===== config.mk =====
export PLATFORM = sky130hd
export DESIGN_NAME = jis_subfont_code_converter_unit
export DESIGN_NICKNAME = d
export VERILOG_FILES = /design/src/design/jsc_pkg.sv /design/src/design/jis_subfont_code_converter_unit.sv
export SDC_FILE = /design/constraint.sdc
export NUM_CORES = 1
export LEC_CHECK = 0
export ABC_AREA = 1
export BUFFER_PORTS_ARGS = -buffer_cell sky130_fd_sc_hd__buf_2
export CAP_MARGIN = 20
export CORE_MARGIN = 2
export CORE_UTILIZATION = 65
export CTS_CLUSTER_SIZE = 24
export DETAILED_ROUTE_END_ITERATION = 7
export PLACE_DENSITY = 0.81
export SLEW_MARGIN = 0
export SYNTH_ARGS = -nofsm -noshare
export SYNTH_HDL_FRONTEND = slang
export SYNTH_SLANG_ARGS = --single-unit

===== constraint.sdc =====
create_clock -name clk -period 6.47 [get_ports clk]
set_clock_uncertainty 0.2 [all_clocks]
set_input_delay 0 -clock clk [delete_from_list [all_inputs] [get_ports clk]]
set_output_delay 0 -clock clk [all_outputs]
set_load 0.01 [all_outputs]

===== src/design/jsc_pkg.sv =====
// Package for the JIS / subfont code converter.
// Holds the request and result payload types, command and status codes,
// and the constants for the divide-by-94 reciprocal. No dependencies.
`default_nettype none

package jsc_pkg;

	localparam logic CMD_TO_SUBFONT = 1'b0;
	localparam logic CMD_TO_JIS     = 1'b1;

	localparam logic [1:0] ST_OK       = 2'd0;
	localparam logic [1:0] ST_BAD_ROW  = 2'd1;
	localparam logic [1:0] ST_BAD_CELL = 2'd2;

	localparam logic [7:0] JIS_OFS = 8'h20;
	localparam int unsigned CELLS = 94;

	// floor(n / 94) == (n * RECIP_K) >> RECIP_SHIFT for every n below 11915
	localparam int unsigned RECIP_SHIFT = 20;
	localparam int unsigned RECIP_K     = ((1 << RECIP_SHIFT) + CELLS - 1) / CELLS;

	typedef struct packed {
		logic       cmd;
		logic [7:0] jis_row;
		logic [7:0] jis_cell;
		logic [5:0] subfont_in;
		logic [7:0] index_in;
	} jsc_req_t;

	typedef struct packed {
		logic [5:0] subfont_out;
		logic [7:0] index_out;
		logic [7:0] row_out;
		logic [7:0] cell_out;
		logic [1:0] status;
	} jsc_res_t;

endpackage

`default_nettype wire


===== src/design/jis_subfont_code_converter_unit.sv =====
// Top level of the JIS / subfont code converter: a three-stage pipeline.
// Depends on jsc_pkg for payload types, codes and constants.
`default_nettype none

// Converts one code per clock cycle in either direction. A request is
// taken whenever start is high; busy is always low, since the pipeline
// never stalls. Each result appears on res with done high for exactly one
// cycle, in request order. The receiver must take it in that cycle. The
// stages follow the subfont-to-JIS path: index computation, a reciprocal
// multiply for the divide by 94, then the quotient/remainder fix-up, each
// in its own stage.
module jis_subfont_code_converter_unit (
	input  wire              clk,
	input  wire              arst_n,
	input  wire              start,
	output logic             busy,
	input  jsc_pkg::jsc_req_t req,
	output logic             done,
	output jsc_pkg::jsc_res_t res
);
	import jsc_pkg::*;

	localparam int unsigned PROD_W = 28;
	localparam logic [13:0] RECIP  = 14'(RECIP_K);

	// ---------------- stage 1 logic ----------------
	logic       row_ok, cell_ok, small_row;
	logic [7:0] ku, ten;
	logic [5:0] kbase;
	logic [11:0] nj;
	logic [5:0] f1;
	logic [7:0] c1;
	logic [1:0] st1;
	logic       kanji1;

	logic       big_f, hi_f;
	logic [5:0] fbase;
	logic [7:0] rowv, cellv;

	always_comb begin
		ku        = req.jis_row - JIS_OFS;
		ten       = req.jis_cell - JIS_OFS;
		row_ok    = (req.jis_row >= 8'h21 && req.jis_row <= 8'h28) ||
		            (req.jis_row >= 8'h30 && req.jis_row <= 8'h74);
		cell_ok   = req.jis_cell >= 8'h21 && req.jis_cell <= 8'h7E;
		small_row = req.jis_row <= 8'h28;
		kbase     = (req.jis_row >= 8'h50) ? 6'(ku - 8'd48) : 6'(ku - 8'd16);
		nj        = 12'(kbase) * 12'(CELLS) + 12'(ten) - 12'd1;

		f1     = 6'd1;
		c1     = 8'd1;
		st1    = ST_OK;
		kanji1 = 1'b0;
		priority if (!row_ok) begin
			st1 = ST_BAD_ROW;
		end else if (!cell_ok) begin
			st1 = ST_BAD_CELL;
		end else if (small_row) begin
			unique case (ku)
				8'd1: begin
					f1 = 6'd1;
					c1 = ten;
				end
				8'd2: begin
					f1 = 6'd1;
					c1 = ten + 8'd100;
				end
				8'd3: begin
					f1 = 6'd2;
					c1 = req.jis_cell;
				end
				default: begin
					f1 = 6'(ku - 8'd1);
					c1 = ten;
				end
			endcase
		end else begin
			kanji1 = 1'b1;
		end

		big_f = req.subfont_in >= 6'd8;
		hi_f  = req.subfont_in >= 6'd20;
		fbase = hi_f ? req.subfont_in - 6'd20 : req.subfont_in - 6'd8;
		rowv  = 8'(req.subfont_in) + 8'd1;
		cellv = req.index_in;
		if (req.subfont_in == 6'd1) begin
			if (req.index_in >= 8'd100) begin
				rowv  = 8'd2;
				cellv = req.index_in - 8'd100;
			end else begin
				rowv  = 8'd1;
			end
		end else if (req.subfont_in == 6'd2) begin
			rowv  = 8'd3;
			cellv = req.index_in - 8'd32;
		end
	end

	logic        valid_s1, cmd_s1;
	logic [5:0]  f_s1;
	logic [7:0]  c_s1;
	logic [1:0]  st_s1;
	logic        kanji_s1, lvl2_s1;
	logic [11:0] nj_s1;
	logic        big_s1, hi_s1;
	logic [13:0] ns_s1;
	logic [7:0]  row_s1, cell_s1;

	// ---------------- stage 2 logic ----------------
	logic        valid_s2, cmd_s2;
	logic [5:0]  f_s2;
	logic [7:0]  c_s2;
	logic [1:0]  st_s2;
	logic        big_s2, hi_s2;
	logic [13:0] ns_s2;
	logic [PROD_W-1:0] prod_s2;
	logic [7:0]  row_s2, cell_s2;

	// ---------------- stage 3 logic ----------------
	logic [7:0]  quot;
	logic [13:0] rem;
	jsc_res_t    res_next;

	always_comb begin
		quot = prod_s2[PROD_W-1:RECIP_SHIFT];
		rem  = ns_s2 - 14'(quot) * 14'(CELLS);

		res_next = '0;
		if (cmd_s2 == CMD_TO_JIS) begin
			if (big_s2) begin
				res_next.row_out  = quot + (hi_s2 ? 8'd48 : 8'd16) + JIS_OFS;
				res_next.cell_out = rem[7:0] + 8'd1 + JIS_OFS;
			end else begin
				res_next.row_out  = row_s2 + JIS_OFS;
				res_next.cell_out = cell_s2 + JIS_OFS;
			end
		end else begin
			res_next.subfont_out = f_s2;
			res_next.index_out   = c_s2;
			res_next.status      = st_s2;
		end
	end

	logic     valid_s3;
	jsc_res_t res_s3;

	always_ff @(posedge clk or negedge arst_n) begin
		if (!arst_n) begin
			valid_s1 <= 1'b0;
			valid_s2 <= 1'b0;
			valid_s3 <= 1'b0;
		end else begin
			valid_s1 <= start;
			valid_s2 <= valid_s1;
			valid_s3 <= valid_s2;
		end
	end

	always_ff @(posedge clk) begin
		cmd_s1   <= req.cmd;
		f_s1     <= f1;
		c_s1     <= c1;
		st_s1    <= st1;
		kanji_s1 <= kanji1;
		lvl2_s1  <= req.jis_row >= 8'h50;
		nj_s1    <= nj;
		big_s1   <= big_f;
		hi_s1    <= hi_f;
		ns_s1    <= {fbase, req.index_in};
		row_s1   <= rowv;
		cell_s1  <= cellv;

		cmd_s2  <= cmd_s1;
		st_s2   <= st_s1;
		// kanji rows: page number from the upper bits, index from the low byte
		if (kanji_s1) begin
			f_s2 <= 6'(nj_s1[11:8]) + (lvl2_s1 ? 6'd20 : 6'd8);
			c_s2 <= nj_s1[7:0];
		end else begin
			f_s2 <= f_s1;
			c_s2 <= c_s1;
		end
		big_s2  <= big_s1;
		hi_s2   <= hi_s1;
		ns_s2   <= ns_s1;
		prod_s2 <= PROD_W'(ns_s1) * PROD_W'(RECIP);
		row_s2  <= row_s1;
		cell_s2 <= cell_s1;

		res_s3 <= res_next;
	end

	assign busy = 1'b0;
	assign done = valid_s3;
	assign res  = res_s3;

endmodule

`default_nettype wire

==> run metrics, run 1 <==
Antenna Diode Count 0; die width 131 um; Core ar. ~16,000 um2; delay-heaviest family, CP adder cells; post-DP HPWL 18.1 mm; R2R Path Start ns_s1[3]$_DFF_P_; FF+latch area roughly 2900 um2; crit path time final just under 5 ns; unrepaired setup endpoints after global routing no; crit path DAT a little over 5 ns; worst hold stages 5; Main synth FF type dfxtp_1; WHS 0.0113 ns; WL final between 20 and 25 mm; Finish-stage setup viols 0; Die H approximately 130 um; hold worst-path end f_s1[5]$_SDFF_PN0_; Clock Root Buffer clkbuf_16; commonest non-fill, non-tap cell in the layout inv_1; Total GRT Usage between 30% and 40%; setup TNS 0 ns; Fill cells 1,089; worst r2r dst prod_s2[24]$_DFF_P_; Post-Syn Area per Cell between 8 and 9 um2; IO Count 68; DRC Markers 0; final hold vios 0; post-synth cell types between 40 and 50; Initial Utilization between 60% and 70%; Final Cycle Share ~77%; hold path startpoint req[22]; DR vias a little over 8,000; ordered list of cells on the worst path dlygate4sd3_1 > buf_2 > inv_2 > a31oi_2 > xor2_1 > ha_1 > xor2_1 > fa_1 > inv_1 > fa_1 > inv_1 > ha_1 > nand2_1 > nand2_1 > a31o_2 > xor2_1 > inv_1 > ha_1 > inv_1 > nor4_1 > nand3_1 > nand4_1 > xor2_1; Post-Synthesis Cells around 1,200; DR iter-0 viols 630; max-cap violation count 0; crit end category flop; share of cells above drive strength 1 about 8.8%; post-CTS setup buffer count 0; HP Class input pin to flop; fin util 76.3%; Detailed Routing Iterations Pass 1 6; # rows between 40 and 50; Req. time, crit path 6.64 ns; DR vias/cell 5.24; largest net degree at the start of global routing 28; die area roughly 17,000 um2; Critical Path Start Type input pin; Inserted Clock Buffers 17; commonest cells after routing, fill and taps aside inv_1 (281), ha_1 (188), nand2_1 (186); Clock Sink Count approximately 140; GRT Residual Overflow 0; Area growth, synth to finish 15.3%; max incr delay on CP around 0.54 ns; TritonCTS clock tree built; flop-to-flop setup slack approximately 1.9 ns; Worst slew margin between 30% and 40%; vias in the first global route roughly 8,300; EDFF count, synth 0; Post-DP Area between 10,000 and 15,000 um2; DR WL/cell 15.8 um; Skew-Pair Late Insertion Delay ~0.44 ns; Worst path slowest cell dlygate4sd3_1; fin. max-slew vios 0; Seq cells post-synth 143; first-pass GRT wire length 40.3 mm; Synth Warn # 0; status finished clean; initial antenna violation count 0; post-synthesis sequential area ratio 27.6%; post-CTS sizing 0; worst slew pin tran 0.966 ns; clk buf depth 2; area taken by multi-input logic gates ~6500 um2; Fmax about 0.20 GHz; critical path fanouts, max 9; final net count ~1,600; htree depth 4; Post-Syn Area about 10,000 um2; R2R depth 15; Clock transition at path regs approximately 0.070 ns; Final ANT Viol Nets 0; crit path kind input pin to flop; synthesized netlist net count 1,520; buffer and inverter count on the worst path 7; cell area after layout around 12,000 um2; Synth async-reset ratio roughly 2.1%; GP Congestion 0.951; PortBufs 66
==> synthesized netlist by cell type, types with 2 or more instances <==
cell type  instances  share of area, %
fa_1              72                14
nor3_1            11              0.53
o21ai_0           49               2.3
nand2_2            4              0.24
inv_2              4              0.14
ha_1             188                23
inv_1            281                10
a31oi_1            4              0.24
o22ai_1            5              0.30
nand3_1           39               1.9
nor2_1            79               2.8
clkbuf_1           8              0.29
xnor2_1           13               1.1
nor4_1             2              0.12
a21o_1             5              0.36
nand2_1          186               6.7
nand4_1           11              0.66
dfxtp_1          140                27
o21bai_1           5              0.36
dfrtp_1            3              0.72
a21oi_1           55               2.6
xor2_1            40               3.4
a31oi_2            2              0.24
a21boi_0           2              0.14
==> flip-flops by register name, summed over array words and instances, names as in the netlist, 7 cells and up <==
| signal | cells |
|---|---|
| res | 32 |
| nj_s1 | 12 |
| ns_s1 | 12 |
| c_s1 | 8 |
| c_s2 | 8 |
| cell_s1 | 8 |
| cell_s2 | 8 |
| prod_s2 | 8 |
| row_s1 | 7 |
| row_s2 | 7 |
==> through the flow <==
stage	setup slack, ns	instances
after floorplan	2.15	1226
after global placement	1.73	1499
after detailed placement	1.65	1499
after CTS	1.54	1573
after global routing	1.08	1573
final	1.51	1573
==> per-layer routing <==
metal / vias to the layer above / routed length [um] / part of all wire [%] / global-route usage, %
met4: 0 / 749 / 3.0 / 11.8
met1: 3825 / 11000 / 44 / 40.2
li1: 4054 / - / - / -
met5: - / 0 / 0 / 0
met3: 76 / 1470 / 5.9 / 6.03
met2: 283 / 11700 / 47 / 51.0
==> layout make-up <==
| cell class | count | area share, % |
|---|---|---|
| clock buffers | 17 | 3.53 |
| clock inverters | 15 | 1.59 |
| inverters | 285 | 8.88 |
| multi-input cells | 789 | 53.6 |
| flip-flops and latches | 143 | 23.9 |
| well taps | 216 | 2.24 |
| repair buffers | 108 | 6.24 |
==> worst register-to-register path: stages (launching register included) <==
cell and delay, ns:
dfxtp_1 0.42, ha_1 0.41, inv_1 0.09, fa_1 0.51
fa_1 0.52, fa_1 0.51, fa_1 0.54, inv_1 0.05
ha_1 0.31, nand2_1 0.12, nor2_1 0.18, inv_1 0.07
nor3_1 0.23, nand4_1 0.12, nand3_1 0.11, xor2_1 0.14
==> kinds of logic (layout without fill, tap and decap cells) <==
kind of cell	Yosys count	count (layout)	synth area share, %
AND/OR/NAND/NOR	340	340	13.7
buffers and inverters	294	425	10.6
adder cells (fa/ha/maj)	260	260	36.3
flip-flops	143	143	27.6
AO/OA/AOI/OAI	134	134	7.20
XOR/XNOR	54	54	4.60
other	1	1	0.0359
==> timing repair <==
| action | in CTS | in global routing |
|---|---|---|
| hold buffers | 42 | 0 |
| endpoints found under the setup margin | 0 | 0 |
| hold endpoints to repair | 54 | 0 |
==> worst max path at each step <==
stage | startpoint | endpoint | cells after the start | slack (ns)
after global routing | req[26] | nj_s1[10]$_DFF_P_ | 23 | 1.08
after floorplan | req[27] | nj_s1[10]$_DFF_P_ | 21 | 2.15
after detailed placement | req[26] | nj_s1[10]$_DFF_P_ | 22 | 1.65
final | req[26] | nj_s1[10]$_DFF_P_ | 23 | 1.51
after global placement | req[27] | nj_s1[10]$_DFF_P_ | 22 | 1.73
after CTS | req[26] | nj_s1[10]$_DFF_P_ | 23 | 1.54
Power of run 1 is not shown: default switching activity piles up to over one toggle a cycle in this logic, so the estimate is an artifact.
==> inputs of run 2 (changes only) <==
--- a/config.mk
+++ b/config.mk
@@ -9,10 +9,10 @@
 export BUFFER_PORTS_ARGS = -buffer_cell sky130_fd_sc_hd__buf_2
 export CAP_MARGIN = 20
 export CORE_MARGIN = 2
-export CORE_UTILIZATION = 65
+export CORE_UTILIZATION = 62
 export CTS_CLUSTER_SIZE = 24
 export DETAILED_ROUTE_END_ITERATION = 7
-export PLACE_DENSITY = 0.81
+export PLACE_DENSITY = 0.77
 export SLEW_MARGIN = 0
 export SYNTH_ARGS = -nofsm -noshare
 export SYNTH_HDL_FRONTEND = slang
==> constraint.sdc (replaced) <==
create_clock -name clk -period 4.9 [get_ports clk]
set_clock_uncertainty 0.2 [all_clocks]
set_input_delay 0 -clock clk [delete_from_list [all_inputs] [get_ports clk]]
set_output_delay 0 -clock clk [all_outputs]
set_load 0.01 [all_outputs]
==> run metrics, run 2 (synthesis gave the netlist of run 1 again) <==
R2R depth 14; post-DP HPWL between 15 and 20 mm; TritonCTS clock tree built; Die H roughly 130 um; met3 usage 5.48%; die area around 18,000 um2; crit path DAT between 4 and 5 ns; IO Count 68; ordered list of cells on the worst path dlygate4sd3_1 > clkbuf_4 > inv_4 > a31oi_4 > xor2_2 > ha_1 > xor2_1 > fa_1 > inv_1 > fa_1 > inv_1 > ha_2 > nand2_1 > nand2_1 > a31o_2 > xor2_1 > inv_1 > ha_2 > inv_1 > nor4_2 > nand3_1 > nand4_1 > xor2_1; max incr delay on CP 0.53 ns; Critical Path Start Type input pin; DRC Markers 0; GRT Residual Overflow 0; fin. max-slew vios 0; post-CTS setup buffer count 0; initial antenna violation count 0; most used cell, CP inv_1; Worst slew margin approximately 37%; worst hold stages 4; R2R Path Start ns_s1[4]$_DFF_P_; commonest non-fill, non-tap cell in the layout inv_1; first-pass GRT wire length 38.6 mm; Finish-stage setup viols 0; critical path fanouts, max 9; Antenna Diode Count 0; largest net degree at the start of global routing 28; gr busiest metal met2; commonest cells after routing, fill and taps aside inv_1 (281), nand2_1 (186), ha_1 (184); status finished clean; share of cells above drive strength 1 9.77%; Inserted Clock Buffers 17; final net count ~1,600; hold path startpoint req[23]; Worst Setup SP req[26]; setup TNS 0 ns; HP Class input pin to flop; max-cap violation count 0; Clock Sink Count 143; worst slew pin tran ~0.94 ns; htree depth 4; crit end category flop; crit path time final between 4 and 5 ns; Final Cycle Share a little over nine tenths; DR WL/cell 14.9 um; Core ar. 16,500 um2; GP Congestion 0.904; Fmax around 0.21 GHz; Detailed Routing Iterations Pass 1 5; DR iter-0 viols 540; met2 track demand over resource about 46%; unrepaired setup endpoints after global routing no; PortBufs 66; Area growth, synth to finish 16.3%; max reg flops 32; Total GRT Usage around 28%; Clock Root Buffer clkbuf_16; vias in the first global route 8,084; Skew-Pair Late Insertion Delay 0.42 ns; Req. time, crit path a little over 5 ns; WL final 23.5 mm; # rows 47; DR vias 8,161; Initial Utilization 63.2%; clk buf depth 2; DR vias/cell between 5 and 6; Worst path slowest cell dlygate4sd3_1; Clock transition at path regs around 0.070 ns; final hold vios 0; met1 Track Usage GR 36.6%; crit path kind input pin to flop; die width approximately 130 um; Final ANT Viol Nets 0
run 2: cell count changes in the layout (fill, tap and decap cells not counted), sizes merged:
cell	previous run	this run
buf	66	71
clkbuf	17	18
clkinv	8	9
dlygate4sd3	42	41
inv	292	291
run 2: per-stage QoR:
| stage | utilization, % | area [um2] | cells | worst slack, ns | hold WS, ns |
|---|---|---|---|---|---|
| final | 73.5 | 12100 | 1582 | 0.238 | 0.00480 |
| after global placement | 66.9 | 11100 | 1509 | 0.312 | -0.405 |
| after floorplan | - | 10400 | 1226 | 0.576 | -0.496 |
| after CTS | 73.1 | 12100 | 1582 | 0.0760 | 0.0147 |
| after detailed placement | 66.9 | 11100 | 1509 | 0.196 | -0.399 |
| after global routing | 73.5 | 12100 | 1582 | 0.0207 | 0.0361 |
run 2: worst paths after layout:
check | end | slack [ns]
min in group asynchronous | valid_s2$_DFF_PN0_ | 0.25
max | nj_s1[10]$_DFF_P_ | 0.24
min reg2reg | row_s2[2]$_DFF_P_ | 0.12
min | f_s1[1]$_SDFF_PN0_ | 0.005
max reg2reg | prod_s2[24]$_DFF_P_ | 0.27
max in group asynchronous | done$_DFF_PN0_ | 4.11
run 2: area by class of cell:
| class | count | area [um2] |
|---|---|---|
| Clock buffer | 17 | 425 |
| Sequential cell | 143 | 2880 |
| Clock inverter | 15 | 186 |
| Tap cell | 220 | 275 |
| Timing Repair Buffer | 113 | 788 |
| Fill cell | 1200 | 4380 |
| Multi-Input combinational cell | 789 | 6520 |
| Inverter | 285 | 1070 |
run 2: critical path, delay by kind of cell:
| family | cells | cell delay, ns |
|---|---|---|
| AND/OR/NAND/NOR | 5 | 0.66 |
| XOR/XNOR | 4 | 0.70 |
| buffers and inverters | 7 | 1.02 |
| AO/OA/AOI/OAI | 2 | 0.44 |
| adder cells (fa/ha/maj) | 5 | 1.97 |
run 2: timing repair:
item / CTS / global route
setup endpoints to repair: 0 / 3
resized for setup: 0 / 11
hold buffers: 41 / 0
endpoints found under the hold margin: 54 / 0
run 2: metal layers:
metal  vias to the layer above  routed length [um]  part of all wire, %
met5                         -                   0                    0
met4                         0                 491                  2.1
met3                        41                1360                  5.8
met2                       252               11000                   47
met1                      3812               10700                   46
li1                       4056                   -                    -
Power of run 2 is left out for the same reason.
